<file path="config.mk">
export PLATFORM = sky130hd
export DESIGN_NAME = uart_register_datagram_framer
export DESIGN_NICKNAME = d
export VERILOG_FILES = /design/src/hdl/urdf_pkg.sv /design/src/hdl/urdf_front.sv /design/src/hdl/urdf_queue.sv /design/src/hdl/urdf_back.sv /design/src/hdl/uart_register_datagram_framer.sv
export SDC_FILE = /design/constraint.sdc
export NUM_CORES = 1
export LEC_CHECK = 0
export BUFFER_PORTS_ARGS = -buffer_cell sky130_fd_sc_hd__buf_2
export CAP_MARGIN = 25
export CORE_UTILIZATION = 49
export DETAILED_ROUTE_END_ITERATION = 6
export PLACE_DENSITY_LB_ADDON = 0.15
export SLEW_MARGIN = 15
export SYNTH_ARGS = -nofsm -noshare
export SYNTH_HDL_FRONTEND = slang
export SYNTH_HIERARCHICAL = 1
export SYNTH_SLANG_ARGS = --single-unit
export TNS_END_PERCENT = 1
</file>
<file path="constraint.sdc">
create_clock -name clk -period 4.46 [get_ports clk]
set_input_delay 0.446 -clock clk [delete_from_list [all_inputs] [get_ports clk]]
set_output_delay 0.446 -clock clk [all_outputs]
set_load 0.03 [all_outputs]
</file>
<file path="src/hdl/urdf_pkg.sv">
`default_nettype none
// ----------------------------------------------------------------------------
// urdf_pkg: shared types and constants for the register datagram framer
// Command codes, job descriptor for the front/back queue, CRC-8 helper.
// ----------------------------------------------------------------------------
package urdf_pkg;

  localparam logic [7:0] SYNC_BYTE   = 8'h05;
  localparam logic [7:0] MASTER_ADDR = 8'hFF;
  localparam logic [7:0] CRC_POLY    = 8'h07;

  localparam int IN_DATA_W  = 48;
  localparam int OUT_DATA_W = 48;

  typedef enum logic [1:0] {
    CMD_WRITE = 2'd0,
    CMD_READ  = 2'd1,
    CMD_REPLY = 2'd2
  } cmd_t;

  typedef enum logic [1:0] {
    JOB_WRITE = 2'd0,
    JOB_READ  = 2'd1,
    JOB_REPLY = 2'd2
  } job_kind_t;

  typedef enum logic [1:0] {
    STATUS_OK      = 2'd0,
    STATUS_HDR_BAD = 2'd1,
    STATUS_CRC_BAD = 2'd2
  } status_t;

  typedef struct packed {
    job_kind_t   kind;
    logic [7:0]  addr;
    logic [6:0]  reg_idx;
    logic [31:0] value;
    status_t     status;
  } job_t;

  // CRC-8, poly 0x07, byte fed lsb first
  function automatic logic [7:0] crc_feed(input logic [7:0] crc, input logic [7:0] data);
    logic [7:0] c;
    c = crc;
    for (int j = 0; j < 8; j++) begin
      if (c[7] ^ data[j]) begin
        c = {c[6:0], 1'b0} ^ CRC_POLY;
      end else begin
        c = {c[6:0], 1'b0};
      end
    end
    return c;
  endfunction

endpackage
`default_nettype wire

</file>
<file path="src/hdl/urdf_front.sv">
`default_nettype none
// ----------------------------------------------------------------------------
// urdf_front: command classifier and reply receiver
// Turns commands into jobs; runs the reply CRC/header check.
// ----------------------------------------------------------------------------
module urdf_front
  import urdf_pkg::*;
(
  input  wire logic        clk,
  input  wire logic        rst_n,
  input  wire logic        accept,
  input  wire logic [1:0]  cmd,
  input  wire logic [6:0]  reg_idx,
  input  wire logic [31:0] wr_value,
  input  wire logic [7:0]  rx_byte,
  input  wire logic [7:0]  node_addr,
  output logic             push,
  output job_t             push_job
);

  logic [2:0]  rx_count_r, rx_count_nxt;
  logic [7:0]  rx_crc_r, rx_crc_nxt;
  logic [31:0] rx_data_r, rx_data_nxt;
  logic        hdr_bad_r, hdr_bad_nxt;
  logic [6:0]  pending_r, pending_nxt;

  always_ff @(posedge clk) begin
    if (!rst_n) begin
      rx_count_r <= '0;
      rx_crc_r   <= '0;
      rx_data_r  <= '0;
      hdr_bad_r  <= 1'b0;
      pending_r  <= '0;
    end else begin
      rx_count_r <= rx_count_nxt;
      rx_crc_r   <= rx_crc_nxt;
      rx_data_r  <= rx_data_nxt;
      hdr_bad_r  <= hdr_bad_nxt;
      pending_r  <= pending_nxt;
    end
  end

  always_comb begin
    rx_count_nxt     = rx_count_r;
    rx_crc_nxt       = rx_crc_r;
    rx_data_nxt      = rx_data_r;
    hdr_bad_nxt      = hdr_bad_r;
    pending_nxt      = pending_r;
    push             = 1'b0;
    push_job.kind    = JOB_WRITE;
    push_job.addr    = node_addr;
    push_job.reg_idx = reg_idx;
    push_job.value   = wr_value;
    push_job.status  = STATUS_OK;
    if (accept) begin
      case (cmd_t'(cmd))
        CMD_WRITE: begin
          push = 1'b1;
        end
        CMD_READ: begin
          push          = 1'b1;
          push_job.kind = JOB_READ;
          pending_nxt   = reg_idx;
          rx_count_nxt  = '0;
          rx_crc_nxt    = '0;
          rx_data_nxt   = '0;
          hdr_bad_nxt   = 1'b0;
        end
        CMD_REPLY: begin
          if (rx_count_r == 3'd7) begin
            // final byte: CRC check, then receiver back to zero
            push          = 1'b1;
            push_job.kind = JOB_REPLY;
            push_job.value = '0;
            if (hdr_bad_r) begin
              push_job.status = STATUS_HDR_BAD;
            end else if (rx_byte != rx_crc_r) begin
              push_job.status = STATUS_CRC_BAD;
            end else begin
              push_job.value = rx_data_r;
            end
            rx_count_nxt = '0;
            rx_crc_nxt   = '0;
            rx_data_nxt  = '0;
            hdr_bad_nxt  = 1'b0;
          end else begin
            if (rx_count_r == 3'd0 && rx_byte != SYNC_BYTE) begin
              hdr_bad_nxt = 1'b1;
            end else if (rx_count_r == 3'd1 && rx_byte != MASTER_ADDR) begin
              hdr_bad_nxt = 1'b1;
            end else if (rx_count_r == 3'd2 && rx_byte != {1'b0, pending_r}) begin
              hdr_bad_nxt = 1'b1;
            end else if (rx_count_r >= 3'd3) begin
              rx_data_nxt = {rx_data_r[23:0], rx_byte};
            end
            rx_crc_nxt   = crc_feed(rx_crc_r, rx_byte);
            rx_count_nxt = rx_count_r + 3'd1;
          end
        end
        default: begin
          // unused command: dropped
        end
      endcase
    end
  end

endmodule
`default_nettype wire

</file>
<file path="src/hdl/urdf_queue.sv">
`default_nettype none
// ----------------------------------------------------------------------------
// urdf_queue: two-entry job queue
// Decouples the command front from the byte emitter.
// ----------------------------------------------------------------------------
module urdf_queue
  import urdf_pkg::*;
(
  input  wire logic clk,
  input  wire logic rst_n,
  input  wire logic push,
  input  wire job_t push_job,
  output logic      full,
  input  wire logic pop,
  output logic      not_empty,
  output job_t      pop_job
);

  job_t       mem_r [2];
  logic       wr_ptr_r;
  logic       rd_ptr_r;
  logic [1:0] count_r;

  assign full      = (count_r == 2'd2);
  assign not_empty = (count_r != 2'd0);
  assign pop_job   = mem_r[rd_ptr_r];

  always_ff @(posedge clk) begin
    if (push) begin
      mem_r[wr_ptr_r] <= push_job;
    end
  end

  always_ff @(posedge clk) begin
    if (!rst_n) begin
      wr_ptr_r <= 1'b0;
      rd_ptr_r <= 1'b0;
      count_r  <= '0;
    end else begin
      if (push) wr_ptr_r <= ~wr_ptr_r;
      if (pop)  rd_ptr_r <= ~rd_ptr_r;
      case ({push, pop})
        2'b10:   count_r <= count_r + 2'd1;
        2'b01:   count_r <= count_r - 2'd1;
        default: count_r <= count_r;
      endcase
    end
  end

endmodule
`default_nettype wire

</file>
<file path="src/hdl/urdf_back.sv">
`default_nettype none
// ----------------------------------------------------------------------------
// urdf_back: datagram byte emitter
// One output word per cycle while out_tready allows; running CRC over request bytes.
// ----------------------------------------------------------------------------
module urdf_back
  import urdf_pkg::*;
(
  input  wire logic                  clk,
  input  wire logic                  rst_n,
  input  wire logic                  q_not_empty,
  input  wire job_t                  q_job,
  output logic                       q_pop,
  output logic                       out_tvalid,
  input  wire logic                  out_tready,
  output logic [OUT_DATA_W-1:0]      out_tdata,
  output logic                       out_tlast
);

  job_t                  job_r;
  logic                  active_r;
  logic [2:0]            idx_r;
  logic [7:0]            crc_r;
  logic                  out_valid_r;
  logic [OUT_DATA_W-1:0] out_data_r;
  logic                  out_last_r;

  logic       step;
  logic       last;
  logic       is_crc;
  logic [7:0] data_byte;
  logic [7:0] tx_byte;

  assign step  = active_r && (!out_valid_r || out_tready);
  assign q_pop = q_not_empty && (!active_r || (step && last));

  always_comb begin
    case (job_r.kind)
      JOB_WRITE: last = (idx_r == 3'd7);
      JOB_READ:  last = (idx_r == 3'd3);
      default:   last = 1'b1;
    endcase
    is_crc = last && (job_r.kind != JOB_REPLY);
    case (idx_r)
      3'd0:    data_byte = SYNC_BYTE;
      3'd1:    data_byte = job_r.addr;
      3'd2:    data_byte = {job_r.kind == JOB_WRITE, job_r.reg_idx};
      3'd3:    data_byte = job_r.value[31:24];
      3'd4:    data_byte = job_r.value[23:16];
      3'd5:    data_byte = job_r.value[15:8];
      3'd6:    data_byte = job_r.value[7:0];
      default: data_byte = '0;
    endcase
    tx_byte = is_crc ? crc_r : data_byte;
  end

  always_ff @(posedge clk) begin
    if (q_pop) begin
      job_r <= q_job;
    end
    if (q_pop) begin
      idx_r <= '0;
      crc_r <= '0;
    end else if (step) begin
      idx_r <= idx_r + 3'd1;
      crc_r <= crc_feed(crc_r, data_byte);
    end
    if (step) begin
      // tlast marks only the CRC byte of a request
      out_last_r <= is_crc;
      if (job_r.kind == JOB_REPLY) begin
        out_data_r <= {4'd0, job_r.value, job_r.status, 1'b1, 8'd0, 1'b0};
      end else begin
        out_data_r <= {4'd0, 32'd0, STATUS_OK, 1'b0, tx_byte, 1'b1};
      end
    end
  end

  always_ff @(posedge clk) begin
    if (!rst_n) begin
      active_r    <= 1'b0;
      out_valid_r <= 1'b0;
    end else begin
      if (q_pop) begin
        active_r <= 1'b1;
      end else if (step && last) begin
        active_r <= 1'b0;
      end
      if (step) begin
        out_valid_r <= 1'b1;
      end else if (out_tready) begin
        out_valid_r <= 1'b0;
      end
    end
  end

  assign out_tvalid = out_valid_r;
  assign out_tdata  = out_data_r;
  assign out_tlast  = out_last_r;

endmodule
`default_nettype wire

</file>
<file path="src/hdl/uart_register_datagram_framer.sv">
`default_nettype none
// Path: an accepted command goes through the job queue and the emitter job register to the output register.
// Throughput: a write emits eight words, a read four, a finished reply one,
// one word per cycle from the back-end emitter while out_tready is high;
// reply bytes that finish nothing produce no word.
// Reset (rst_n low, synchronous): queue pointers and count, emitter active and valid
// flags, receiver state, pending register and node address return to zero.
// ----------------------------------------------------------------------------
// uart_register_datagram_framer: single-wire register datagram framer
// Front classifies commands and checks reply bytes; a two-deep job queue
// feeds a back end that serializes request datagrams with CRC-8.
// ----------------------------------------------------------------------------
module uart_register_datagram_framer
  import urdf_pkg::*;
(
  input  wire logic                  clk,
  input  wire logic                  rst_n,
  // configuration: node address
  input  wire logic                  cfg_wr_en,
  input  wire logic [7:0]            cfg_wr_data,
  // command words
  input  wire logic                  in_tvalid,
  output logic                       in_tready,
  input  wire logic [IN_DATA_W-1:0]  in_tdata,   // register_index[6:0], write_value[38:7],
                                                 // rx_byte[46:39], zero pad
  input  wire logic [1:0]            in_tuser,   // cmd
  // result words
  output logic                       out_tvalid,
  input  wire logic                  out_tready,
  output logic [OUT_DATA_W-1:0]      out_tdata,  // tx_valid[0], tx_byte[8:1],
                                                 // reply_valid[9], reply_status[11:10],
                                                 // reply_value[43:12], zero pad
  output logic                       out_tlast   // tx_last
);

  logic [7:0] node_addr_r;
  logic       accept;
  logic       q_full;
  logic       push;
  job_t       push_job;
  logic       pop;
  logic       q_not_empty;
  job_t       pop_job;

  always_ff @(posedge clk) begin
    if (!rst_n) begin
      node_addr_r <= '0;
    end else if (cfg_wr_en) begin
      node_addr_r <= cfg_wr_data;
    end
  end

  // front stalls only when the job queue is full
  assign in_tready = !q_full;
  assign accept    = in_tvalid && in_tready;

  urdf_front u_front (
    .clk       (clk),
    .rst_n     (rst_n),
    .accept    (accept),
    .cmd       (in_tuser),
    .reg_idx   (in_tdata[6:0]),
    .wr_value  (in_tdata[38:7]),
    .rx_byte   (in_tdata[46:39]),
    .node_addr (node_addr_r),
    .push      (push),
    .push_job  (push_job)
  );

  urdf_queue u_queue (
    .clk       (clk),
    .rst_n     (rst_n),
    .push      (push),
    .push_job  (push_job),
    .full      (q_full),
    .pop       (pop),
    .not_empty (q_not_empty),
    .pop_job   (pop_job)
  );

  urdf_back u_back (
    .clk         (clk),
    .rst_n       (rst_n),
    .q_not_empty (q_not_empty),
    .q_job       (pop_job),
    .q_pop       (pop),
    .out_tvalid  (out_tvalid),
    .out_tready  (out_tready),
    .out_tdata   (out_tdata),
    .out_tlast   (out_tlast)
  );

endmodule
`default_nettype wire

</file>
==> impl_metrics.yaml, run 1 <==
grt:
  grt_use_total: 0.192
  busiest_layer: "met2"
  grt_overflow: 0
  antenna_found_initial: 0
  grt_pass1_wl_microns: 35900
  met1_usage: 0.267
  met3_usage: 0.0329
  grt_pass1_vias: 6555
  grtUsageMet2: 0.310
  grt_max_degree: 59
worst_setup_path:
  required_ns: 4.93
  worstReg2RegEnd: "u_front/rx_data_r[24]"
  critPathKind: "reg2reg"
  end_kind: "flip-flop"
  r2r_setup_slack_ns: 1.31
  cp-endpoint: "u_front/rx_data_r[24]"
  worstSetupStartpoint: "u_queue/count_r[0]"
  crit_path_max_fanout: 32
  reg2regPathDepth: 8
  start_kind: "flip-flop"
  arrival_ns: 3.62
  reg2reg_from: "u_queue/count_r[0]"
sta:
  finalMaxSlewViolations: 0
  rsz0062_at_grt: "false"
  period_needed_ns: 3.15
  max_freq_mhz: 317
  fin_skew_ns: 0.0119
  tightest_slew_ns: 0.780
  setup_slack_ns: 1.31
  finalHoldViolations: 0
  setup_tns_ns: 0
  relSlewSlack: 0.477
  setup_viol: 0
  period_share: 0.707
drt:
  ant_nets: 0
  routedWlPerCell_microns: 18.8
  firstDrtPassIters: 6
  vias: 6555
  dr.first_iter.drc_count: 388
  drc: 0
  viasPerCell: 5.35
  routed_wl_microns: 23000
min_path:
  whs_path_depth: 1
  hold_path.class: "in2reg"
clocking:
  post_cts_buffers: 0
  clk_path_buf_depth: 3
  cts_tree: "done"
  clkLatencyLatePin_ns: 0.53
  htreeDepth: 1
  holdBufCountCts: 0
  ctsResizeCount: 0
  cts_root_buffer: "clkbuf_16"
  cts_sinks: 275
  clk_pin_slew_ns: 0.06
  cts-buffers-inserted: 28
synthesis:
  synth_edf_count: 198
  yosys-top-cells-count: "edfxtp_1 (198), dfxtp_1 (77), mux2_2 (55), and2_1 (40)"
  synth_area_leader_cell: "edfxtp_1"
  synthArstFlopShare: 0
  ys_seq_elements: 275
  synth.most_common_cell: "edfxtp_1"
  yosysWarnings: 6
  seq_area_frac_synth: 0.652
  netlist_area_sq_mm: 0.0115
  synthCells: 802
  synth.avg_cell_area_sq_um: 14.3
  synth_cell_types: 58
  yosysTopAreaCellShare: 0.518
  synth_flop_cell: "edfxtp_1"
  synth.area.top_cells: "edfxtp_1 (52%), dfxtp_1 (13%), mux2_2 (5.4%), a22o_1 (2.8%), xnor2_1 (2.8%)"
finish:
  syn_to_final_growth_pct: 14.2
  multiInputGateArea_sq_mm: 0.00357
  nFillCells: 1753
  nets: 972
  drive_above_1_share: 0.300
  final-seq-area_sq_mm: 0.00749
  fin_cells: 1225
  insertedDiodeCount: 0
die:
  die_area_sq_mm: 0.0240
  die_w_microns: 155
  rows: 55
  coreArea_sq_mm: 0.0228
  ios: 114
  die_h_microns: 155
  start_util: 0.504
place:
  place_inst: 1174
  io_buffers: 108
  dp_hpwl_microns: 16000
  post-place-ws_ns: 1.35
  gp_congestion: 0.918
job:
  cap_viol_max_count: 0
power_and_ir_drop:
  power_per_cell_area_mw_per_mm2: 630
  vdd_ir_drop_max_mv: 0.309
  p_leak_nw: 4.83
run_status:
  status: "completed"
worst max-delay path: stages, from the launching register on:
cell and delay (ns):
dfxtp_1 0.40, and2b_2 0.24, nor2b_1 0.59, nand2_1 0.50, inv_1 0.23, nand3_1 0.33
nor3_4 0.25, buf_4 0.34, a22o_2 0.21
layout make-up:
cell class	count	share of cell area
clock inverters	15	0.0128
well taps	313	0.0299
multi-input cells	446	0.272
flip-flops and latches	275	0.571
repair buffers	120	0.0491
inverters	20	0.00573
clock buffers	36	0.0589
report_power, final:
part / total [mW] / switching (mW) / internal (mW)
Clock: 2.34 / 0.943 / 1.40
Sequential: 3.65 / 0.244 / 3.40
Combinational: 2.27 / 1.41 / 0.856
flip-flops by register name, summed over array words and instances, names as in the netlist, named ones only:
register	cells
u_front/rx_count_r	3
u_queue/count_r	2
u_queue/rd_ptr_r	1
u_front/rx_crc_r	8
u_back/active_r	1
u_back/crc_r	8
u_front/pending_r	7
node_addr_r	8
u_back/job_r	51
u_back/out_tdata	44
u_queue/mem_r	102
u_back/out_tvalid	1
u_front/hdr_bad_r	1
u_front/rx_data_r	32
u_queue/wr_ptr_r	1
u_back/idx_r	3
u_back/out_tlast	1
kinds of logic (layout without fill, tap and decap cells):
| logic type | Yosys count | count (layout) | share of synthesized area |
|---|---|---|---|
| adders and majority gates | 18 | 18 | 0.0196 |
| buffers and inverters | 84 | 191 | 0.0398 |
| DFF | 275 | 275 | 0.652 |
| xor gates and xnor gates | 57 | 57 | 0.0460 |
| muxes | 68 | 68 | 0.0668 |
| other | 1 | 4 | 0.000327 |
| and+or+nand+nor | 144 | 144 | 0.0669 |
| AOI/OAI and AO/OA | 155 | 155 | 0.109 |
layer usage:
metal / up-vias / part of all wire
li1: 3144 / -
met1: 3184 / 0.46
met2: 189 / 0.46
met3: 38 / 0.052
met4: 0 / 0.026
met5: - / 0
stage by stage:
stage / utilization / total power [mW] / hold WS [ns] / cell area [sq um]
floorplan: - / 5.34 / 0.448 / 11500
global placement: 0.533 / 5.88 / 0.443 / 12100
detailed placement: 0.534 / 5.97 / 0.450 / 12200
CTS: 0.576 / 8.32 / 0.111 / 13100
global route: 0.576 / 8.64 / 0.119 / 13100
finish: 0.576 / 8.26 / 0.131 / 13100
how the worst min path moves through the flow:
stage,endpoint,start,slack [ns]
6_report,u_queue/mem_r[0][34],in_tdata[0],0.13
5_1_grt,u_queue/mem_r[0][34],in_tdata[0],0.12
4_1_cts,u_queue/mem_r[0][34],in_tdata[0],0.11
3_5_place_dp,u_queue/mem_r[1][44],node_addr_r[3],0.45
3_3_place_gp,u_queue/mem_r[0][43],node_addr_r[2],0.44
2_1_floorplan,u_front/pending_r[0],u_front/pending_r[0],0.45
layout by cell type, fill, tap and decap left out, types with 3 or more instances in the layout:
cell type and n:
a211oi_1 7, a21boi_0 3, a21oi_1 32, a221oi_2 4, a222oi_1 6, a22o_1 37, a22o_2 30, a22oi_1 4
a31o_2 3, a32o_1 3, and2_1 39, buf_2 108, buf_4 11, bufinv_16 3, clkbuf_1 5, clkbuf_16 29
clkinv_2 4, conb_1 4, dfxtp_1 76, edfxtp_1 198, ha_1 18, inv_1 17, inv_2 3, mux2_2 55
mux2_4 3, mux2i_1 8, nand2_1 20, nand3_1 11, nand4_1 4, nor2_1 30, nor2b_1 12, nor3_1 8
o21ai_0 12, or3_1 3, xnor2_1 37, xor2_1 18
No activity file was read; power rests on OpenSTA's default activity.
==> run 2, diff against run 1 <==
==> constraint.sdc (replaced) <==
create_clock -name clk -period 2.7 [get_ports clk]
set_input_delay 0.27 -clock clk [delete_from_list [all_inputs] [get_ports clk]]
set_output_delay 0.27 -clock clk [all_outputs]
set_load 0.03 [all_outputs]
==> run 2 against run 1 <==
Compared with the run above: total power is 67% higher; sequential cell count stayed put; combinational power is 72% higher; sequential share of layout area is 1.2 points lower; largest power group unchanged.
==> impl_metrics.yaml, run 2 (same netlist as run 1, synthesis figures left out) <==
place:
  place_inst: 1188
  dp_hpwl_microns: 16400
  io_buffers: 108
  gp_congestion: 0.919
finish:
  fin_cells: 1252
  insertedDiodeCount: 0
  largest_reg_flops: 102
  syn_to_final_growth_pct: 16.8
  multiInputGateArea_sq_mm: 0.00363
  drive_above_1_share: 0.312
  mostFrequentLayoutCells: "edfxtp_1 (198), buf_2 (108), dfxtp_1 (73)"
  layout_commonest_cell: "edfxtp_1"
  largest_register: "u_queue/mem_r"
  nets: 998
  nFillCells: 1758
  final-seq-area_sq_mm: 0.00749
clocking:
  clkLatencyLatePin_ns: 0.54
  cts_tree: "done"
  htreeDepth: 1
  cts-buffers-inserted: 28
  cts_root_buffer: "clkbuf_16"
  clk_pin_slew_ns: 0.06
  cts_sinks: 275
  clk_path_buf_depth: 3
power_and_ir_drop:
  power_switching_mw: 4.35
  power_mw: 13.8
  p_sw_frac: 0.315
  p_comb_frac: 0.282
  p_int_mw: 9.46
  vdd_ir_drop_max_mv: 0.557
  power_per_cell_area_mw_per_mm2: 1030
  seqPwrFrac: 0.446
  p_leak_nw: 4.96
  p_clk_frac: 0.272
worst_setup_path:
  critPathTopFamily: "compound AO/OA/AOI/OAI gates"
  crit_path_max_fanout: 16
  r2r_setup_slack_ns: 0.15
  crit_top_cell: "xnor2_1"
  slowest_stage: "dfxtp_4"
  slowest_delay_ns: 0.46
  required_ns: 3.11
  worstReg2RegEnd: "u_back/crc_r[3]"
  crit_chain: "buf_4 -> mux2_1 -> a222oi_1 -> o211ai_1 -> xor2_1 -> xnor2_1 -> xnor2_1 -> a21oi_1"
  cp_num_buf_inv: 1
  critPathKind: "reg2reg"
  worst-path-stages: 8
  worstSetupStartpoint: "u_back/idx_r[2]"
  start_kind: "flip-flop"
  reg2regPathDepth: 8
  end_kind: "flip-flop"
  arrival_ns: 2.97
  reg2reg_from: "u_back/idx_r[2]"
  cp-endpoint: "u_back/crc_r[3]"
min_path:
  hold_path.class: "in2reg"
drt:
  viasPerCell: 5.35
  ant_nets: 0
  routedWlPerCell_microns: 18.8
  vias: 6696
  drc: 0
  dr.first_iter.drc_count: 434
  firstDrtPassIters: 6
  routed_wl_microns: 23500
grt:
  grt_overflow: 0
  grt_pass1_vias: 6546
  grt_max_degree: 56
  grt_pass1_wl_microns: 36300
  antenna_found_initial: 0
  grt_use_total: 0.195
run_status:
  status: "completed"
die:
  die_h_microns: 155
  die_w_microns: 155
  start_util: 0.504
  coreArea_sq_mm: 0.0228
  ios: 114
  rows: 55
  die_area_sq_mm: 0.0240
sta:
  rsz0062_at_grt: "false"
  setup_viol: 0
  setup_tns_ns: 0
  finalHoldViolations: 0
  fin_skew_ns: 0.0122
  max_freq_mhz: 391
  period_share: 0.946
  finalMaxSlewViolations: 0
  tightest_slew_ns: 0.702
  relSlewSlack: 0.532
  period_needed_ns: 2.55
job:
  cap_viol_max_count: 0
run 2: cell types whose count changed in the layout (fill, tap and decap cells not counted), moves of 3 or more:
| cell | delta |
|---|---|
| clkbuf_1 | +3 |
| dlygate4sd3_1 | +10 |
| buf_4 | +12 |
| buf_12 | +4 |
| dfxtp_1 | -3 |
| clkinv_1 | +5 |
run 2: layer usage:
metal / track usage / routed length [microns] / vias to the layer above
li1: - / - / 3195
met1: 0.277 / 10700 / 3240
met2: 0.312 / 10900 / 220
met3: 0.0284 / 1260 / 41
met4: 0.0585 / 547 / 0
met5: 0 / 0 / -
run 2: power groups by stage:
stage	clock network, mW	logic, mW	registers (mW)
5_1_grt	4.00	4.22	6.22
3_3_place_gp	0	3.67	6.23
6_report	3.75	3.90	6.16
2_1_floorplan	0	2.44	6.41
3_5_place_dp	0	3.77	6.24
4_1_cts	3.83	3.80	6.15
run 2: worst min-delay path, stage by stage:
cell	delay [ns]
buf_2	0.08
mux2i_1	0.07
nor2b_1	0.10
run 2: cell type report:
cell class	count	area share
clock inverters	15	0.0116
well taps	313	0.0292
repair buffers	146	0.0681
clock buffers	37	0.0555
multi-input cells	446	0.271
inverters	20	0.00588
flip-flops and latches	275	0.559
run 2: stage by stage:
stage                     cell area (sq um)  setup WS [ns]   util  hold WS (ns)
after floorplan                       11500         -0.533      -         0.388
after global placement                12400          0.142  0.542         0.441
after detailed placement              12400          0.101  0.542         0.442
after CTS                             13400         0.0777  0.586       0.00553
after global routing                  13400         0.0104  0.589        0.0217
final                                 13400          0.146  0.589        0.0190
run 2: how the worst min path moves through the flow:
stage	startpoint	endpoint	cells after the start
6_report	cfg_wr_data[6]	node_addr_r[6]	3
5_1_grt	cfg_wr_data[4]	node_addr_r[4]	3
4_1_cts	cfg_wr_data[0]	node_addr_r[0]	3
3_5_place_dp	node_addr_r[5]	u_queue/mem_r[1][46]	0
3_3_place_gp	node_addr_r[5]	u_queue/mem_r[1][46]	0
2_1_floorplan	rst_n	u_queue/wr_ptr_r	1
run 2: timing repair:
action / 4_1_cts / 5_1_grt
endpoints found under the setup margin: 0 / 29
resized for setup: 0 / 8
buffers inserted: 0 / 2
hold buffers: 10 / 0
hold endpoints to repair: 17 / 0
